**src/sv/bdqs_pkg.sv**
```systemverilog
// Shared types and constants for the bounded deque with search.
// No dependencies; every other file of the block imports this package.
`default_nettype none

package bdqs_pkg;

  // Ring slots; must be a power of two so the slot pointers wrap naturally.
  localparam int DEPTH    = 16;
  localparam int IDX_W    = $clog2(DEPTH);
  localparam int CNT_W    = $clog2(DEPTH + 1);

  localparam int DATA_W   = 32;
  localparam int CMD_W    = 3;
  localparam int STATUS_W = 2;
  localparam int POS_W    = 4;
  localparam int COUNT_W  = 5;

  // Entries in the queue between the front and back units.
  localparam int QDEPTH   = 2;

  typedef enum logic [CMD_W-1:0] {
    CMD_PUSH_FRONT = 3'd0,
    CMD_PUSH_BACK  = 3'd1,
    CMD_POP_FRONT  = 3'd2,
    CMD_POP_BACK   = 3'd3,
    CMD_SEARCH     = 3'd4,
    CMD_REVERSE    = 3'd5
  } cmd_t;

  typedef enum logic [2:0] {
    OP_PUSH,
    OP_POP,
    OP_SEARCH,
    OP_REVERSE,
    OP_NOP
  } op_kind_t;

  typedef enum logic [STATUS_W-1:0] {
    ST_OK    = 2'd0,
    ST_EMPTY = 2'd1,
    ST_FULL  = 2'd2
  } status_t;

  // Decoded command; at_front selects the logical front for push and pop.
  typedef struct packed {
    op_kind_t            kind;
    logic                at_front;
    logic [DATA_W-1:0]   value;
  } op_t;

  typedef struct packed {
    status_t             status;
    logic                found;
    logic [POS_W-1:0]    position;
    logic [COUNT_W-1:0]  count;
    logic                last;
  } result_t;

endpackage

`default_nettype wire

```
**src/sv/bdqs_front.sv**
```systemverilog
// Front unit: accepts command beats and decodes them into queue operations.
// Depends on bdqs_pkg.
`default_nettype none

module bdqs_front (
  input  logic                          clk,
  input  logic                          rst,
  input  logic                          cmd_valid,
  output logic                          cmd_stall,
  input  logic [bdqs_pkg::CMD_W-1:0]    command,
  input  logic signed [bdqs_pkg::DATA_W-1:0] value,
  output logic                          op_valid,
  output bdqs_pkg::op_t                 op,
  input  logic                          op_ready
);
  import bdqs_pkg::*;

  op_t  decoded;
  logic load;

  always_comb begin
    decoded.value    = value;
    decoded.at_front = 1'b0;
    decoded.kind     = OP_NOP;
    unique case (cmd_t'(command))
      CMD_PUSH_FRONT: begin
        decoded.kind     = OP_PUSH;
        decoded.at_front = 1'b1;
      end
      CMD_PUSH_BACK:  decoded.kind = OP_PUSH;
      CMD_POP_FRONT: begin
        decoded.kind     = OP_POP;
        decoded.at_front = 1'b1;
      end
      CMD_POP_BACK:   decoded.kind = OP_POP;
      CMD_SEARCH:     decoded.kind = OP_SEARCH;
      CMD_REVERSE:    decoded.kind = OP_REVERSE;
      default:        decoded.kind = OP_NOP;
    endcase
  end

  assign cmd_stall = op_valid && !op_ready;
  assign load      = cmd_valid && !cmd_stall;

  always_ff @(posedge clk) begin
    if (rst) begin
      op_valid <= 1'b0;
    end else if (load) begin
      op_valid <= 1'b1;
    end else if (op_ready) begin
      op_valid <= 1'b0;
    end
  end

  always_ff @(posedge clk) begin
    if (load) begin
      op <= decoded;
    end
  end

endmodule

`default_nettype wire

```
**src/sv/bdqs_fifo.sv**
```systemverilog
// Short operation queue between the front and back units.
// Depends on bdqs_pkg (op_t, QDEPTH).
`default_nettype none

module bdqs_fifo (
  input  logic          clk,
  input  logic          rst,
  input  logic          wr_valid,
  output logic          wr_ready,
  input  bdqs_pkg::op_t wr_data,
  output logic          rd_valid,
  input  logic          rd_take,
  output bdqs_pkg::op_t rd_data
);
  import bdqs_pkg::*;

  localparam int PTR_W  = (QDEPTH > 1) ? $clog2(QDEPTH) : 1;
  localparam int FILL_W = $clog2(QDEPTH + 1);

  op_t              slots [QDEPTH];
  logic [PTR_W-1:0] wr_ptr;
  logic [PTR_W-1:0] rd_ptr;
  logic [FILL_W-1:0] fill;
  logic             push;
  logic             pop;

  assign wr_ready = fill != FILL_W'(QDEPTH);
  assign rd_valid = fill != '0;
  assign rd_data  = slots[rd_ptr];
  assign push     = wr_valid && wr_ready;
  assign pop      = rd_valid && rd_take;

  always_ff @(posedge clk) begin
    if (rst) begin
      wr_ptr <= '0;
      rd_ptr <= '0;
      fill   <= '0;
    end else begin
      if (push) begin
        wr_ptr <= (wr_ptr == PTR_W'(QDEPTH - 1)) ? '0 : wr_ptr + PTR_W'(1);
      end
      if (pop) begin
        rd_ptr <= (rd_ptr == PTR_W'(QDEPTH - 1)) ? '0 : rd_ptr + PTR_W'(1);
      end
      unique case ({push, pop})
        2'b10:   fill <= fill + FILL_W'(1);
        2'b01:   fill <= fill - FILL_W'(1);
        default: fill <= fill;
      endcase
    end
  end

  always_ff @(posedge clk) begin
    if (push) begin
      slots[wr_ptr] <= wr_data;
    end
  end

endmodule

`default_nettype wire

```
**src/sv/bdqs_back.sv**
```systemverilog
// Back unit: holds the ring of entries and carries out each queued operation.
// Search walks one entry per cycle unless results stall. Depends on bdqs_pkg.
`default_nettype none

module bdqs_back (
  input  logic              clk,
  input  logic              rst,
  input  logic              op_valid,
  output logic              op_take,
  input  bdqs_pkg::op_t     op,
  output logic              res_valid,
  input  logic              res_stall,
  output bdqs_pkg::result_t res
);
  import bdqs_pkg::*;

  logic [DATA_W-1:0] store [DEPTH];
  logic [IDX_W-1:0]  front_index, front_index_next;
  logic [CNT_W-1:0]  entry_count, entry_count_next;
  logic              reversed, reversed_next;

  logic              walking, walking_next;
  logic [CNT_W-1:0]  walk_pos, walk_pos_next;
  logic [DATA_W-1:0] key, key_next;
  logic              have_pend, have_pend_next;
  logic [IDX_W-1:0]  pend_pos, pend_pos_next;

  logic              res_load;
  result_t           res_next;

  logic              write_en;
  logic [IDX_W-1:0]  write_slot;

  logic              out_free;
  logic              full;
  logic              empty;
  logic              at_low;
  logic              walk_done;
  logic [CNT_W-1:0]  rev_off;
  logic [IDX_W-1:0]  slot;
  logic              hit;

  assign out_free  = !res_valid || !res_stall;
  assign full      = entry_count == CNT_W'(DEPTH);
  assign empty     = entry_count == '0;
  assign at_low    = op.at_front != reversed;
  assign walk_done = walk_pos == entry_count;
  assign rev_off   = entry_count - CNT_W'(1) - walk_pos;
  assign slot      = reversed ? front_index + rev_off[IDX_W-1:0]
                              : front_index + walk_pos[IDX_W-1:0];
  assign hit       = store[slot] == key;
  assign op_take   = op_valid && !walking && out_free;

  always_comb begin
    front_index_next = front_index;
    entry_count_next = entry_count;
    reversed_next    = reversed;
    walking_next     = walking;
    walk_pos_next    = walk_pos;
    key_next         = key;
    have_pend_next   = have_pend;
    pend_pos_next    = pend_pos;
    write_en         = 1'b0;
    write_slot       = front_index;
    res_load         = 1'b0;
    res_next.status   = ST_OK;
    res_next.found    = 1'b0;
    res_next.position = '0;
    res_next.count    = COUNT_W'(entry_count);
    res_next.last     = 1'b1;

    if (walking) begin
      if (walk_done) begin
        // Flush the held match as the final beat, or report no match.
        if (out_free) begin
          res_load          = 1'b1;
          res_next.found    = have_pend;
          res_next.position = have_pend ? POS_W'(pend_pos) : '0;
          walking_next      = 1'b0;
        end
      end else if (hit && have_pend) begin
        // A later match exists, so the held one is not last.
        if (out_free) begin
          res_load          = 1'b1;
          res_next.found    = 1'b1;
          res_next.position = POS_W'(pend_pos);
          res_next.last     = 1'b0;
          pend_pos_next     = walk_pos[IDX_W-1:0];
          walk_pos_next     = walk_pos + CNT_W'(1);
        end
      end else begin
        if (hit) begin
          have_pend_next = 1'b1;
          pend_pos_next  = walk_pos[IDX_W-1:0];
        end
        walk_pos_next = walk_pos + CNT_W'(1);
      end
    end else if (op_take) begin
      res_load = 1'b1;
      unique case (op.kind)
        OP_PUSH: begin
          if (full) begin
            res_next.status = ST_FULL;
          end else begin
            write_en = 1'b1;
            if (at_low) begin
              write_slot       = front_index - IDX_W'(1);
              front_index_next = front_index - IDX_W'(1);
            end else begin
              write_slot = front_index + entry_count[IDX_W-1:0];
            end
            entry_count_next = entry_count + CNT_W'(1);
            res_next.count   = COUNT_W'(entry_count + CNT_W'(1));
          end
        end
        OP_POP: begin
          if (empty) begin
            res_next.status = ST_EMPTY;
          end else begin
            if (at_low) begin
              front_index_next = front_index + IDX_W'(1);
            end
            entry_count_next = entry_count - CNT_W'(1);
            res_next.count   = COUNT_W'(entry_count - CNT_W'(1));
          end
        end
        OP_SEARCH: begin
          if (empty) begin
            res_next.status = ST_EMPTY;
          end else begin
            res_load       = 1'b0;
            walking_next   = 1'b1;
            walk_pos_next  = '0;
            key_next       = op.value;
            have_pend_next = 1'b0;
          end
        end
        OP_REVERSE: begin
          if (empty) begin
            res_next.status = ST_EMPTY;
          end else begin
            reversed_next = !reversed;
          end
        end
        default: begin
          res_next.status = ST_OK;
        end
      endcase
    end
  end

  always_ff @(posedge clk) begin
    if (rst) begin
      front_index <= '0;
      entry_count <= '0;
      reversed    <= 1'b0;
      walking     <= 1'b0;
      have_pend   <= 1'b0;
      res_valid   <= 1'b0;
    end else begin
      front_index <= front_index_next;
      entry_count <= entry_count_next;
      reversed    <= reversed_next;
      walking     <= walking_next;
      have_pend   <= have_pend_next;
      if (res_load) begin
        res_valid <= 1'b1;
      end else if (!res_stall) begin
        res_valid <= 1'b0;
      end
    end
  end

  always_ff @(posedge clk) begin
    walk_pos <= walk_pos_next;
    key      <= key_next;
    pend_pos <= pend_pos_next;
    if (res_load) begin
      res <= res_next;
    end
    if (write_en) begin
      store[write_slot] <= op.value;
    end
  end

endmodule

`default_nettype wire

```
**src/sv/bounded_deque_with_search_unit.sv**
```systemverilog
// Bounded deque of signed 32-bit values with push/pop at either end, search
// and reverse. Each command beat yields one result beat, except a search with
// matches, which yields one beat per matching position, front to back, with
// last set on the final one. A command passes a decode register and a
// two-entry operation queue before the back unit executes it and registers
// its first result beat. Push, pop, reverse and unknown commands are each
// carried out in a single step of the back unit; a search occupies it while
// the single compare walks the ring one entry per cycle, pausing while a held
// match waits on a stalled output, and then emits the closing beat. The front
// keeps accepting commands while a search runs, until the decode register and
// the queue are full. Reverse only flips a direction flag. A full list drops
// the pushed value and reports full.
// Depends on bdqs_pkg, bdqs_front, bdqs_fifo, bdqs_back.
`default_nettype none

module bounded_deque_with_search_unit (
  input  logic                                 clk,
  input  logic                                 rst,
  input  logic                                 cmd_valid,
  output logic                                 cmd_stall,
  input  logic [bdqs_pkg::CMD_W-1:0]           command,
  input  logic signed [bdqs_pkg::DATA_W-1:0]   value,
  output logic                                 res_valid,
  input  logic                                 res_stall,
  output logic [bdqs_pkg::STATUS_W-1:0]        status,
  output logic                                 found,
  output logic [bdqs_pkg::POS_W-1:0]           position,
  output logic [bdqs_pkg::COUNT_W-1:0]         count,
  output logic                                 last
);
  import bdqs_pkg::*;

  logic    dec_valid;
  logic    dec_ready;
  op_t     dec_op;
  logic    q_valid;
  logic    q_take;
  op_t     q_op;
  result_t res;

  bdqs_front u_front (
    .clk       (clk),
    .rst       (rst),
    .cmd_valid (cmd_valid),
    .cmd_stall (cmd_stall),
    .command   (command),
    .value     (value),
    .op_valid  (dec_valid),
    .op        (dec_op),
    .op_ready  (dec_ready)
  );

  bdqs_fifo u_fifo (
    .clk      (clk),
    .rst      (rst),
    .wr_valid (dec_valid),
    .wr_ready (dec_ready),
    .wr_data  (dec_op),
    .rd_valid (q_valid),
    .rd_take  (q_take),
    .rd_data  (q_op)
  );

  bdqs_back u_back (
    .clk       (clk),
    .rst       (rst),
    .op_valid  (q_valid),
    .op_take   (q_take),
    .op        (q_op),
    .res_valid (res_valid),
    .res_stall (res_stall),
    .res       (res)
  );

  assign status   = res.status;
  assign found    = res.found;
  assign position = res.position;
  assign count    = res.count;
  assign last     = res.last;

  a_count_bound: assert property (@(posedge clk) disable iff (rst)
    res_valid |-> count <= COUNT_W'(DEPTH))
    else $error("result count above capacity");

  a_found_ok: assert property (@(posedge clk) disable iff (rst)
    res_valid && found |-> status == ST_OK)
    else $error("match beat with non-ok status");

  a_nomatch_pos: assert property (@(posedge clk) disable iff (rst)
    res_valid && !found |-> position == '0 && last)
    else $error("non-match beat with position or not last");

  a_full_count: assert property (@(posedge clk) disable iff (rst)
    res_valid && status == ST_FULL |-> count == COUNT_W'(DEPTH))
    else $error("full status while list not full");

endmodule

`default_nettype wire
```
**config.mk**
```make
export PLATFORM = sky130hd
export DESIGN_NAME = bounded_deque_with_search_unit
export DESIGN_NICKNAME = d
export VERILOG_FILES = /design/src/sv/bdqs_pkg.sv /design/src/sv/bdqs_front.sv /design/src/sv/bdqs_fifo.sv /design/src/sv/bdqs_back.sv /design/src/sv/bounded_deque_with_search_unit.sv
export SDC_FILE = /design/constraint.sdc
export NUM_CORES = 1
export LEC_CHECK = 0
export BUFFER_PORTS_ARGS = -buffer_cell sky130_fd_sc_hd__buf_4
export CAP_MARGIN = 20
export CORE_UTILIZATION = 28
export DETAILED_ROUTE_END_ITERATION = 7
export PLACE_DENSITY = 0.39
export SLEW_MARGIN = 20
export SYNTH_ARGS = -nofsm -noshare
export SYNTH_HDL_FRONTEND = slang
export SYNTH_SLANG_ARGS = --single-unit
```
**constraint.sdc**
```tcl
create_clock -name clk -period 16.85 [get_ports clk]
set_input_delay 2.5275 -clock clk [delete_from_list [all_inputs] [get_ports clk]]
set_output_delay 2.5275 -clock clk [all_outputs]
set_load 0.005 [all_outputs]
```
==> flow_summary_export.csv <==
group,metric,value,unit
finish,areaGrowthSynthToFinish,15.2,%
outcome,status,"finished clean",
drt,first_pass_iters,6,
power_and_ir_drop,netSwitchingPower,1.42,mW
setup_path,cp.required,17.13,ns
clock_network,post_cts_resized,0,
finish,nets,2267,
yosys,synth_top_area_share,66.4,%
sta,period_minus_slack,7.34,ns
yosys,ys_async_sr_fraction,0,%
yosys,synthMuxAreaShare,11.7,%
global_routing,grt_max_degree,117,
clock_network,cts_made_buffers,79,
setup_path,crit_start,"u_back.entry_count[1]",
global_routing,antenna_found_initial,2,
yosys,synth_flop_cell,"edfxtp_1",
power_and_ir_drop,clkPwrFrac,34.6,%
clock_network,cts_tree,"yes",
power_and_ir_drop,combinationalPowerShare,21.6,%
clock_network,post_cts_buffers,0,
min_path,hold_class,"register to register",
min_path,hold_start,"u_front.op[29]",
yosys,ys_warn_count,0,
setup_path,critPathArrivalTime,7.62,ns
global_routing,grt_pass1_vias,18400,
clock_network,cts_max_path_buffers,3,
sta,timing.fmax,136,MHz
die,die_h,332,µm
setup_path,cp-start-kind,"register",
finish,utilization,32.6,%
yosys,ys_seq_elements,693,
die,io_pins,54,
drt,drt-total-wl,87.4,mm
placed_design,portBuffers,53,
yosys,synth_edf_count,674,
drt,routed_via_density,4.93,
clock_network,holdBufCountCts,0,
drt,dr_total_vias,18100,
global_routing,grt_pass1_wl,127,mm
sta,period_share,43.6,%
global_routing,grt.total_usage,15.7,%
power_and_ir_drop,power_switching_share,29.3,%
clock_network,htree_levels,3,
die,start_util,28.3,%
yosys,synth_top_family_by_area,"multiplexers",
global_routing,overflow,0,
finish,layout_common_cells,"edfxtp_1 (674), nand2_1 (306), mux2i_1 (177)",
sta,setup_viol,0,
yosys,synth_top_area_cell,"edfxtp_1",
yosys,syn-cell-area,30500,µm²
drt,drtIter0Drc,1312,
yosys,avgSynthCellArea,14.1,µm²
drt,ant_nets,0,
placed_design,gp_congestion,0.742,
power_and_ir_drop,p_int,3.42,mW
finish,final_common_cell,"edfxtp_1",
setup_path,r2r-start,"u_back.entry_count[1]",
power_and_ir_drop,power_density,138,nW/µm²
yosys,synth_simple_gate_area_share,9.47,%
sta,final-hold-violation-count,0,
yosys,synthCells,2160,
die,rows,120,
finish,final_layout_size_suffix_gt1_share,17.5,%
setup_path,end_kind,"register",
clock_network,root_buffer,"clkbuf_16",
yosys,synthXorXnorAreaFrac,1.60,%
die,die-area,110000,µm²
yosys,synthTopCellsByArea,"edfxtp_1 (66%), mux2i_1 (5.8%), mux2_2 (5.1%), nand2_1 (3.8%), a211oi_1 (2.9%)",
setup_path,reg2reg_slack,9.51,ns
die,coreArea,108000,µm²
yosys,synth_nets,2220,
placed_design,dpl.hpwl,45.3,mm
power_and_ir_drop,total_power,4.84,mW
power_and_ir_drop,ir_worst_vdd,0.134,mV
setup_path,crit_type,"register to register",
power_and_ir_drop,p_leak,11.9,nW
yosys,yosysSeqAreaShare,67.7,%
yosys,yosys.area_share.adder,0.986,%
yosys,synth_compound_area_share,6.48,%
sta,worst_slew_pin_slew,1.00,ns
yosys,ys_types,62,
drt,drc,0,
sta,tns,0,ns
sta,relSlewSlack,32.8,%
die,die_x,332,µm
job,cap_violations,0,
setup_path,crit_fanout,116,
clock_network,clk_pin_slew_worst_paths,0.06,ns
clock_network,cts_sinks,693,
sta,drv_slew,0,
clock_network,clock_latency,0.64,ns
power_and_ir_drop,seqPwrFrac,43.9,%
drt,wire_per_inst,23.8,µm
sta,skew,0.0267,ns
sta,rsz0062_at_grt,"no",
## layer usage
metal | up-vias | track usage [%] | wire length [µm]
li1 | 8329 | - | -
met1 | 9325 | 21.7 | 41000
met2 | 353 | 26.0 | 41400
met3 | 106 | 2.18 | 3160
met4 | 0 | 4.15 | 1870
met5 | - | 0 | 0
## through the flow
stage	setup WS (ns)	instances	instance area (µm²)	hold WS [ns]
after floorplan	10.88	2160	30500	0.421
after global placement	9.28	3529	32600	0.426
after detailed placement	9.09	3529	32600	0.430
after CTS	9.08	3672	35100	0.444
after global routing	8.99	3672	35100	0.455
final	9.51	3674	35100	0.442
## power by group through the flow
| stage | Combinational, mW | Clock, mW | Sequential (mW) |
|---|---|---|---|
| floorplan | 0.708 | 0 | 2.14 |
| global placement | 1.05 | 0 | 2.16 |
| detailed placement | 1.06 | 0 | 2.16 |
| CTS | 1.06 | 1.73 | 2.12 |
| global route | 1.13 | 1.78 | 2.13 |
| finish | 1.04 | 1.67 | 2.12 |
## worst max-delay path, stage by stage (launching register included)
cell	delay [ns]
dfxtp_1	0.48
inv_1	0.15
ha_1	0.33
inv_1	0.12
fa_1	0.46
fa_1	0.47
xnor2_4	0.21
buf_12	0.64
mux2_2	0.29
buf_4	0.68
nand2_1	0.12
a32o_1	0.27
nor3_1	0.20
o21ai_0	0.14
a2111oi_0	0.54
nand4_1	0.28
or4_1	0.76
o31ai_4	0.72
## registers in the layout (all words and copies together), names as in the netlist, 2 cells and up, named ones only
| name | count |
|---|---|
| u_back.walk_pos | 5 |
| u_back.front_index | 4 |
| u_fifo.fill | 2 |
| u_back.entry_count | 5 |
| u_back.pend_pos | 4 |
| u_fifo.slots | 72 |
| u_back.key | 32 |
| u_front.op | 36 |
| u_back.res | 13 |
| u_back.store | 512 |
## cell usage after synthesis, types with 9 or more instances
| master | instances |
|---|---|
| edfxtp_1 | 674 |
| nand2_1 | 306 |
| mux2i_1 | 177 |
| mux2_2 | 138 |
| nor2_1 | 118 |
| a211oi_1 | 116 |
| clkbuf_1 | 89 |
| and3_1 | 57 |
| o21ai_0 | 55 |
| nor4_1 | 45 |
| xnor2_1 | 35 |
| nand3_1 | 32 |
| buf_2 | 28 |
| a21oi_1 | 24 |
| inv_1 | 21 |
| dfxtp_1 | 19 |
| xor2_1 | 17 |
| ha_1 | 16 |
| a22oi_1 | 15 |
| and2_1 | 13 |
| a311oi_1 | 11 |
| buf_1 | 11 |
| nand4_1 | 11 |
| nor3_1 | 11 |
| nor2b_1 | 10 |
| mux4_2 | 9 |
## final cells by class
type	count	area, µm²
clock inverters	45	380
clock buffers	98	2090
flip-flops and latches	693	20600
inverters	21	81.3
well taps	1403	1760
multi-input cells	1313	9390
fillers	10500	72400
repair buffers	99	756
diodes	2	5.00
## cell families after synthesis
logic type               after synthesis
multiplexers                         325
adder cells (fa/ha/maj)               21
flip-flops                           693
AO/OA/AOI/OAI                        279
buffers and inverters                154
XOR/XNOR                              54
AND/OR/NAND/NOR                      634
## worst paths after layout
kind	end	cells after the start
worst max-delay path	u_back.res[8]	17
worst min-delay path	u_fifo.slots[1][29]	0
worst max register to register	u_back.res[8]	17
worst min register to register	u_fifo.slots[1][29]	0
No activity file was read; power rests on OpenSTA's default activity.
